[config.mk]
export PLATFORM = sky130hd
export DESIGN_NAME = nbgi_ctrl
export DESIGN_NICKNAME = d
export VERILOG_FILES = /design/src/rtl/core/nbgi_pkg.sv /design/src/rtl/core/nbgi_ctrl.sv
export VERILOG_INCLUDE_DIRS = /design/src /design/src/rtl/core
export SDC_FILE = /design/constraint.sdc
export NUM_CORES = 1
export LEC_CHECK = 0
export ABC_AREA = 1
export BUFFER_PORTS_ARGS = -buffer_cell sky130_fd_sc_hd__buf_2
export CAP_MARGIN = 20
export CORE_UTILIZATION = 62
export DETAILED_ROUTE_END_ITERATION = 8
export GPL_TIMING_DRIVEN = 0
export MAX_ROUTING_LAYER = met4
export PLACE_DENSITY_LB_ADDON = 0.3
export SLEW_MARGIN = 20
export SYNTH_ARGS = -nofsm -noshare
export SYNTH_HDL_FRONTEND = slang
export SYNTH_SLANG_ARGS = --single-unit
export TNS_END_PERCENT = 5
[constraint.sdc]
create_clock -name clk_i -period 3.7 [get_ports clk_i]
set_input_delay 0.555 -clock clk_i [delete_from_list [all_inputs] [get_ports clk_i]]
set_output_delay 0.555 -clock clk_i [all_outputs]
set_load 0.01 [all_outputs]
[src/rtl/core/assert_macros.svh]
// Assertion macros used by the RTL controller of the n-body integrator.
`ifndef ASSERT_MACROS_SVH
`define ASSERT_MACROS_SVH

// A property that must hold at every rising edge outside reset.
`define NBGI_ASSERT(lbl, clk, rst_n, prop, msg) \
  lbl: assert property (@(posedge clk) disable iff (!rst_n) (prop)) else $error(msg);

// A condition that must be followed by a consequence in the next cycle.
`define NBGI_ASSERT_NEXT(lbl, clk, rst_n, cond, cons, msg) \
  lbl: assert property (@(posedge clk) disable iff (!rst_n) (cond) |=> (cons)) else $error(msg);

`endif

[src/rtl/core/nbgi_pkg.sv]
// Package of the n-body integrator: item types, codes, states and command types.
`timescale 1ns / 1ps

package nbgi_pkg;

  // Width of the body index that leaves the block.
  localparam int unsigned IDX_W = 6;

  // Request codes.
  localparam logic REQ_LOAD = 1'b0;
  localparam logic REQ_STEP = 1'b1;

  // Configuration register indexes.
  localparam logic CFG_GRAVITY     = 1'b0;
  localparam logic CFG_MIN_DIST_SQ = 1'b1;

  typedef struct packed {
    logic               req_type;
    logic signed [31:0] pos_x;
    logic signed [31:0] pos_y;
    logic signed [31:0] pos_z;
    logic signed [31:0] vel_x;
    logic signed [31:0] vel_y;
    logic signed [31:0] vel_z;
    logic [31:0]        mass;
    logic [31:0]        dt;
  } nbgi_in_t;

  typedef struct packed {
    logic [IDX_W-1:0]   body_index;
    logic signed [31:0] out_pos_x;
    logic signed [31:0] out_pos_y;
    logic signed [31:0] out_pos_z;
    logic signed [31:0] out_vel_x;
    logic signed [31:0] out_vel_y;
    logic signed [31:0] out_vel_z;
    logic               status;
    logic               is_last;
  } nbgi_out_t;

  typedef enum logic [4:0] {
    ST_IDLE,
    ST_REJECT,
    ST_CUR_RD,
    ST_CUR_LAT,
    ST_J_SEL,
    ST_DIFF,
    ST_SQUARE,
    ST_SUM,
    ST_CHECK,
    ST_SQRT,
    ST_DIV_ACC,
    ST_SCALE,
    ST_UDIV_GO,
    ST_UDIV_WAIT,
    ST_DV,
    ST_VEL,
    ST_MOVE_MUL,
    ST_MOVE_UPD,
    ST_WRITE_BACK,
    ST_EM_RD,
    ST_EM_PUT
  } ctrl_state_e;

  typedef struct packed {
    logic             mem_we;
    logic             mem_we_mass;
    logic             wsrc_in;
    logic             mem_re;
    logic [IDX_W-1:0] addr;
    logic             in_lat;
    logic             cur_lat;
    logic             pair_diff;
    logic             pair_square;
    logic             pair_sum;
    logic             gm_calc;
    logic             sqrt_start;
    logic             div_start;
    logic             div_u;
    logic             s_calc;
    logic             dv_calc;
    logic             vel_upd;
    logic             move_mul;
    logic             move_upd;
    logic [1:0]       comp;
    logic             out_body;
    logic             out_reject;
    logic             out_last;
    logic [IDX_W-1:0] out_index;
  } dp_cmd_t;

  typedef struct packed {
    logic out_free;
    logic near;
    logic sqrt_done;
    logic div_done;
  } dp_sts_t;

endpackage

[src/rtl/core/nbgi_ctrl.sv]
// Controller of the n-body integrator: sequences loads, pair kicks, moves and reports.
`timescale 1ns / 1ps
`include "assert_macros.svh"

module nbgi_ctrl #(
  parameter int unsigned MAX_BODIES = 32
) (
  input  logic              clk_i,
  input  logic              rst_ni,
  input  logic              in_valid_i,
  input  logic              in_req_type_i,
  output logic              in_stall_o,
  input  nbgi_pkg::dp_sts_t sts_i,
  output nbgi_pkg::dp_cmd_t cmd_o
);

  localparam int unsigned IW = $clog2(MAX_BODIES);
  localparam int unsigned CW = $clog2(MAX_BODIES + 1);
  localparam logic [CW-1:0] MAX_CNT = CW'(MAX_BODIES);

  nbgi_pkg::ctrl_state_e state_q, state_d;
  logic [CW-1:0] count_q, count_d, j_q, j_d;
  logic [IW-1:0] i_q, i_d, k_q, k_d;
  logic [1:0]    c_q, c_d;
  logic          em_load_q, em_load_d;
  logic          i_last, k_last;

  assign i_last = (CW'(i_q) + CW'(1)) == count_q;
  assign k_last = em_load_q || ((CW'(k_q) + CW'(1)) == count_q);

  always_comb begin
    state_d   = state_q;
    count_d   = count_q;
    i_d       = i_q;
    j_d       = j_q;
    k_d       = k_q;
    c_d       = c_q;
    em_load_d = em_load_q;
    case (state_q)
      nbgi_pkg::ST_IDLE: begin
        if (in_valid_i) begin
          if (in_req_type_i == nbgi_pkg::REQ_LOAD) begin
            if (count_q >= MAX_CNT) begin
              state_d = nbgi_pkg::ST_REJECT;
            end else begin
              k_d       = count_q[IW-1:0];
              em_load_d = 1'b1;
              count_d   = count_q + CW'(1);
              state_d   = nbgi_pkg::ST_EM_RD;
            end
          end else if (count_q != '0) begin
            i_d     = '0;
            state_d = nbgi_pkg::ST_CUR_RD;
          end
        end
      end
      nbgi_pkg::ST_REJECT: if (sts_i.out_free) state_d = nbgi_pkg::ST_IDLE;
      nbgi_pkg::ST_CUR_RD: state_d = nbgi_pkg::ST_CUR_LAT;
      nbgi_pkg::ST_CUR_LAT: begin
        j_d     = '0;
        state_d = nbgi_pkg::ST_J_SEL;
      end
      nbgi_pkg::ST_J_SEL: begin
        if (j_q == count_q) state_d = nbgi_pkg::ST_MOVE_MUL;
        else if (j_q == CW'(i_q)) j_d = j_q + CW'(1);
        else state_d = nbgi_pkg::ST_DIFF;
      end
      nbgi_pkg::ST_DIFF:   state_d = nbgi_pkg::ST_SQUARE;
      nbgi_pkg::ST_SQUARE: state_d = nbgi_pkg::ST_SUM;
      nbgi_pkg::ST_SUM:    state_d = nbgi_pkg::ST_CHECK;
      nbgi_pkg::ST_CHECK: begin
        if (sts_i.near) begin
          j_d     = j_q + CW'(1);
          state_d = nbgi_pkg::ST_J_SEL;
        end else begin
          state_d = nbgi_pkg::ST_SQRT;
        end
      end
      nbgi_pkg::ST_SQRT:    if (sts_i.sqrt_done) state_d = nbgi_pkg::ST_DIV_ACC;
      nbgi_pkg::ST_DIV_ACC: if (sts_i.div_done) state_d = nbgi_pkg::ST_SCALE;
      nbgi_pkg::ST_SCALE: begin
        c_d     = 2'd0;
        state_d = nbgi_pkg::ST_UDIV_GO;
      end
      nbgi_pkg::ST_UDIV_GO:   state_d = nbgi_pkg::ST_UDIV_WAIT;
      nbgi_pkg::ST_UDIV_WAIT: if (sts_i.div_done) state_d = nbgi_pkg::ST_DV;
      nbgi_pkg::ST_DV:        state_d = nbgi_pkg::ST_VEL;
      nbgi_pkg::ST_VEL: begin
        if (c_q == 2'd2) begin
          j_d     = j_q + CW'(1);
          state_d = nbgi_pkg::ST_J_SEL;
        end else begin
          c_d     = c_q + 2'd1;
          state_d = nbgi_pkg::ST_UDIV_GO;
        end
      end
      nbgi_pkg::ST_MOVE_MUL: state_d = nbgi_pkg::ST_MOVE_UPD;
      nbgi_pkg::ST_MOVE_UPD: state_d = nbgi_pkg::ST_WRITE_BACK;
      nbgi_pkg::ST_WRITE_BACK: begin
        if (i_last) begin
          k_d       = '0;
          em_load_d = 1'b0;
          state_d   = nbgi_pkg::ST_EM_RD;
        end else begin
          i_d     = i_q + IW'(1);
          state_d = nbgi_pkg::ST_CUR_RD;
        end
      end
      nbgi_pkg::ST_EM_RD: state_d = nbgi_pkg::ST_EM_PUT;
      nbgi_pkg::ST_EM_PUT: begin
        if (sts_i.out_free) begin
          if (k_last) begin
            state_d = nbgi_pkg::ST_IDLE;
          end else begin
            k_d     = k_q + IW'(1);
            state_d = nbgi_pkg::ST_EM_RD;
          end
        end
      end
      default: state_d = nbgi_pkg::ST_IDLE;
    endcase
  end

  always_comb begin
    cmd_o      = '0;
    cmd_o.comp = c_q;
    case (state_q)
      nbgi_pkg::ST_IDLE: begin
        cmd_o.addr = nbgi_pkg::IDX_W'(count_q);
        if (in_valid_i) begin
          cmd_o.in_lat = 1'b1;
          if (in_req_type_i == nbgi_pkg::REQ_LOAD && count_q < MAX_CNT) begin
            cmd_o.mem_we      = 1'b1;
            cmd_o.mem_we_mass = 1'b1;
            cmd_o.wsrc_in     = 1'b1;
          end
        end
      end
      nbgi_pkg::ST_REJECT: cmd_o.out_reject = sts_i.out_free;
      nbgi_pkg::ST_CUR_RD: begin
        cmd_o.mem_re = 1'b1;
        cmd_o.addr   = nbgi_pkg::IDX_W'(i_q);
      end
      nbgi_pkg::ST_CUR_LAT: cmd_o.cur_lat = 1'b1;
      nbgi_pkg::ST_J_SEL: begin
        cmd_o.addr   = nbgi_pkg::IDX_W'(j_q);
        cmd_o.mem_re = (j_q != count_q) && (j_q != CW'(i_q));
      end
      nbgi_pkg::ST_DIFF:   cmd_o.pair_diff   = 1'b1;
      nbgi_pkg::ST_SQUARE: cmd_o.pair_square = 1'b1;
      nbgi_pkg::ST_SUM:    cmd_o.pair_sum    = 1'b1;
      nbgi_pkg::ST_CHECK: begin
        cmd_o.gm_calc    = !sts_i.near;
        cmd_o.sqrt_start = !sts_i.near;
      end
      nbgi_pkg::ST_SQRT:    cmd_o.div_start = sts_i.sqrt_done;
      nbgi_pkg::ST_DIV_ACC: ;
      nbgi_pkg::ST_SCALE:   cmd_o.s_calc = 1'b1;
      nbgi_pkg::ST_UDIV_GO: begin
        cmd_o.div_start = 1'b1;
        cmd_o.div_u     = 1'b1;
      end
      nbgi_pkg::ST_UDIV_WAIT: ;
      nbgi_pkg::ST_DV:        cmd_o.dv_calc  = 1'b1;
      nbgi_pkg::ST_VEL:       cmd_o.vel_upd  = 1'b1;
      nbgi_pkg::ST_MOVE_MUL:  cmd_o.move_mul = 1'b1;
      nbgi_pkg::ST_MOVE_UPD:  cmd_o.move_upd = 1'b1;
      nbgi_pkg::ST_WRITE_BACK: begin
        cmd_o.mem_we = 1'b1;
        cmd_o.addr   = nbgi_pkg::IDX_W'(i_q);
      end
      nbgi_pkg::ST_EM_RD: begin
        cmd_o.mem_re = 1'b1;
        cmd_o.addr   = nbgi_pkg::IDX_W'(k_q);
      end
      nbgi_pkg::ST_EM_PUT: begin
        cmd_o.out_body  = sts_i.out_free;
        cmd_o.out_last  = k_last;
        cmd_o.out_index = nbgi_pkg::IDX_W'(k_q);
      end
      default: ;
    endcase
  end

  always_ff @(posedge clk_i or negedge rst_ni) begin
    if (!rst_ni) begin
      state_q   <= nbgi_pkg::ST_IDLE;
      count_q   <= '0;
      i_q       <= '0;
      j_q       <= '0;
      k_q       <= '0;
      c_q       <= 2'd0;
      em_load_q <= 1'b0;
    end else begin
      state_q   <= state_d;
      count_q   <= count_d;
      i_q       <= i_d;
      j_q       <= j_d;
      k_q       <= k_d;
      c_q       <= c_d;
      em_load_q <= em_load_d;
    end
  end

  assign in_stall_o = state_q != nbgi_pkg::ST_IDLE;

  `NBGI_ASSERT(a_count_bound, clk_i, rst_ni, count_q <= MAX_CNT, "body count above table size")
  `NBGI_ASSERT(a_push_free, clk_i, rst_ni, !(cmd_o.out_body || cmd_o.out_reject) || sts_i.out_free, "result pushed into a full output register")
  `NBGI_ASSERT(a_body_in_table, clk_i, rst_ni, state_q != nbgi_pkg::ST_CUR_RD || CW'(i_q) < count_q, "body index outside the table")
  `NBGI_ASSERT_NEXT(a_div_after_sqrt, clk_i, rst_ni, state_q == nbgi_pkg::ST_SQRT && sts_i.sqrt_done, state_q == nbgi_pkg::ST_DIV_ACC && !sts_i.div_done, "divider not started after the root")

endmodule

==> results.py <==
metrics = {
    "run_status": {
        "status": "completed",
    },
    "yosys": {
        "ys_seq_area_frac": 0.270,
        "synth_top_family_by_area": "simple AND/OR/NAND/NOR gates",
        "syn_area_sq_um": 2780,
        "avgSynthCellArea_sq_um": 6.63,
        "yosysTopAreaCell": "dfrtp_1",
        "synthFlopType": "dfrtp_1",
        "synth_top_area_frac": 0.270,
        "yosys.area_share.simple": 0.433,
        "synthArstFlopShare": 1.00,
        "synth-xor-area-share": 0.0410,
        "synth_cells": 419,
        "synth_edf_count": 0,
        "synth_cell_types": 43,
        "yosys_warnings": 0,
        "synthTopCellsByArea": "dfrtp_1 27%, nand2_1 16%, nor2_1 6.8%",
        "synth_adder_area_share": 0.0270,
        "synth.mux.area_fraction": 0.00405,
        "synth_compound_area_frac": 0.116,
        "synth_nets": 433,
        "synth-seq-cells": 30,
    },
    "route": {
        "vias_per_cell": 5.82,
        "drt-initial-drc-count": 383,
        "drc": 0,
        "drt_wl_total_um": 7510,
        "num_vias": 3015,
        "detail_route.wl_per_cell_um": 14.5,
        "drtAntennaViolNets": 0,
        "drt-pass1-iter-count": 7,
    },
    "power_and_ir_drop": {
        "p_leak_nw": 1.74,
        "clockPowerShare": 0.144,
        "p_total_mw": 1.72,
        "irDropWorstVdd_mv": 0.374,
        "seq_power_share": 0.272,
        "swShare": 0.505,
        "p_int_mw": 0.851,
        "combPwrFrac": 0.585,
        "p_sw_mw": 0.868,
        "power_density_nw_per_um2": 550,
    },
    "timing": {
        "max_freq_mhz": 380,
        "rsz0062_at_grt": "false",
        "worst_pin_slew_ps": 661,
        "finalClockSkew_ps": 3.83,
        "fin_crit_ps": 2630,
        "period_share": 0.712,
        "fin_setup_tns_ps": 0,
        "finalSetupViolations": 0,
        "slew_viol_final": 0,
        "slew_headroom": 0.559,
        "finalHoldViolCount": 0,
    },
    "setup_path": {
        "r2r_slack_ps": 1610,
        "cp.arrival_ps": 2080,
        "crit_fanout": 7,
        "cp-start-kind": "register",
        "worstSetupPathType": "register to output port",
        "cp_data_required_time_ps": 3140,
        "cp_slowest_cell": "dfrtp_1",
        "end_kind": "output port",
        "max_stage_delay_ps": 470,
        "path_buf_inv": 3,
        "reg2reg_from": "i_q[0]",
        "crit_family": "simple AND/OR/NAND/NOR gates",
        "ff2ff_path_depth": 10,
        "cp_cell_sequence": "ha_1 -> inv_1 -> nand2_1 -> nand2_1 -> nor2_1 -> nand3_1 -> nor2_1 -> nand3_1 -> nand2_1 -> nand2_1 -> inv_1 -> buf_2",
        "reg2reg_to": "k_q[2]",
        "cp_common_cell": "nand2_1",
    },
    "final_layout": {
        "diodes": 0,
        "n_fill_cell": 339,
        "mostFrequentLayoutCell": "nand2_1",
        "nets": 482,
        "final_area_sq_um": 3130,
        "layout-drive-gt1-share": 0.231,
        "syn_to_final_growth_pct": 12.6,
        "final_cell_mix": "116 x nand2_1, 50 x nor2_1, 48 x inv_1",
    },
    "floorplan": {
        "initial_core_util": 0.671,
        "chipHeight_um": 69.0,
        "pin_count": 44,
        "rows": 23,
        "die_w_um": 69.0,
        "dieArea_sq_um": 4750,
        "coreArea_sq_um": 4140,
    },
    "clocking": {
        "ctsRootBufferMaster": "clkbuf_8",
        "clk_path_buf_depth": 2,
        "numCtsBuffers": 5,
        "cts_resized": 0,
        "clk_latency_ps": 290,
        "htreeDepth": 2,
        "post-cts-setup-buffer-count": 0,
        "clkSinkCount": 30,
        "cts_tree": "built",
        "cts.clk_slew.worst_paths_ps": 60,
        "ctsHoldBuffers": 0,
    },
    "global_route": {
        "grt_pass1_wl_um": 11800,
        "antenna_found_initial": 0,
        "grt_overflow": 0,
        "grt_max_degree": 31,
        "grt_pass1_vias": 2522,
        "track_usage": 0.351,
    },
    "hold_path": {
        "hp-class": "primary input to asynchronous set/reset pin",
    },
    "place": {
        "dp_hpwl_um": 5810,
        "port_buffers": 42,
        "place_congestion": 1.03,
        "dpl_cell_area_sq_um": 3050,
    },
    "job": {
        "max-cap-violations": 0,
    },
}
==> kinds of logic (layout without fill, tap and decap cells) <==
family / Yosys count / count (layout)
mux: 1 / 1
other cells: 1 / 1
fa+ha+maj: 6 / 6
flops: 30 / 30
xor+xnor: 13 / 13
compound gates: 47 / 47
buf+inv: 71 / 120
simple gates: 250 / 250
==> registers in the layout (all words and copies together) (netlist names) <==
register   cells
c_q            2
count_q        6
em_load_q      1
i_q            5
j_q            6
k_q            5
state_q        5
==> cells in the mapped netlist, types with 2 or more instances <==
cell type	number
a21oi_1	7
a221o_1	4
buf_2	3
buf_4	3
buf_6	2
clkbuf_1	2
dfrtp_1	30
ha_1	6
inv_1	48
inv_2	10
nand2_1	116
nand2_2	11
nand2_4	2
nand3_1	26
nand3_2	4
nand4_1	15
nor2_1	50
nor2_2	5
nor2_4	6
nor3_1	6
nor4_1	2
o21ai_0	9
o21ai_1	2
o21ai_2	6
o221ai_1	2
o22ai_1	12
o31ai_1	2
xor2_1	13
==> routing by layer <==
layer  GRT usage  routed length, um
met5           -                  0
met4       0.140                172
met3      0.0543                673
met2       0.522               3470
met1       0.475               3200
==> power by group through the flow <==
stage          combinational [mW]  sequential (mW)  clock [mW]
6_report                     1.00            0.467       0.247
5_1_grt                      1.11            0.472       0.264
4_1_cts                     0.987            0.463       0.252
3_5_place_dp                0.982            0.468           0
3_3_place_gp                0.954            0.465           0
2_1_floorplan               0.748            0.446           0
==> stage by stage <==
| stage | worst slack (ps) | std cells | hold WS (ps) | util |
|---|---|---|---|---|
| finish | 1070 | 518 | 294 | 0.755 |
| global route | 845 | 518 | 367 | 0.755 |
| CTS | 1090 | 518 | 317 | 0.755 |
| detailed placement | 1410 | 511 | 466 | 0.736 |
| global placement | 1430 | 511 | 462 | 0.736 |
| floorplan | 1680 | 419 | 259 | - |
==> worst max-delay path by stage <==
stage / end / slack (ps) / depth (start not counted) / startpoint
5_1_grt: cmd_o[6] / 840 / 12 / k_q[0]
6_report: cmd_o[6] / 1070 / 12 / k_q[0]
2_1_floorplan: cmd_o[6] / 1680 / 11 / k_q[0]
3_5_place_dp: cmd_o[6] / 1410 / 12 / k_q[0]
4_1_cts: cmd_o[6] / 1090 / 12 / k_q[0]
3_3_place_gp: cmd_o[6] / 1430 / 12 / k_q[0]
==> final cells by class <==
type                    instances  area (sq um)  share of cell area
multi-input cells             318          1730               0.552
flip-flops and latches         30           751               0.240
inverters                      61           233              0.0744
repair buffers                 42           210              0.0672
clock buffers                   7          76.3              0.0244
plain buffers                  10          67.6              0.0216
well taps                      50          62.6              0.0200
Power figures use the tool's default switching activity.
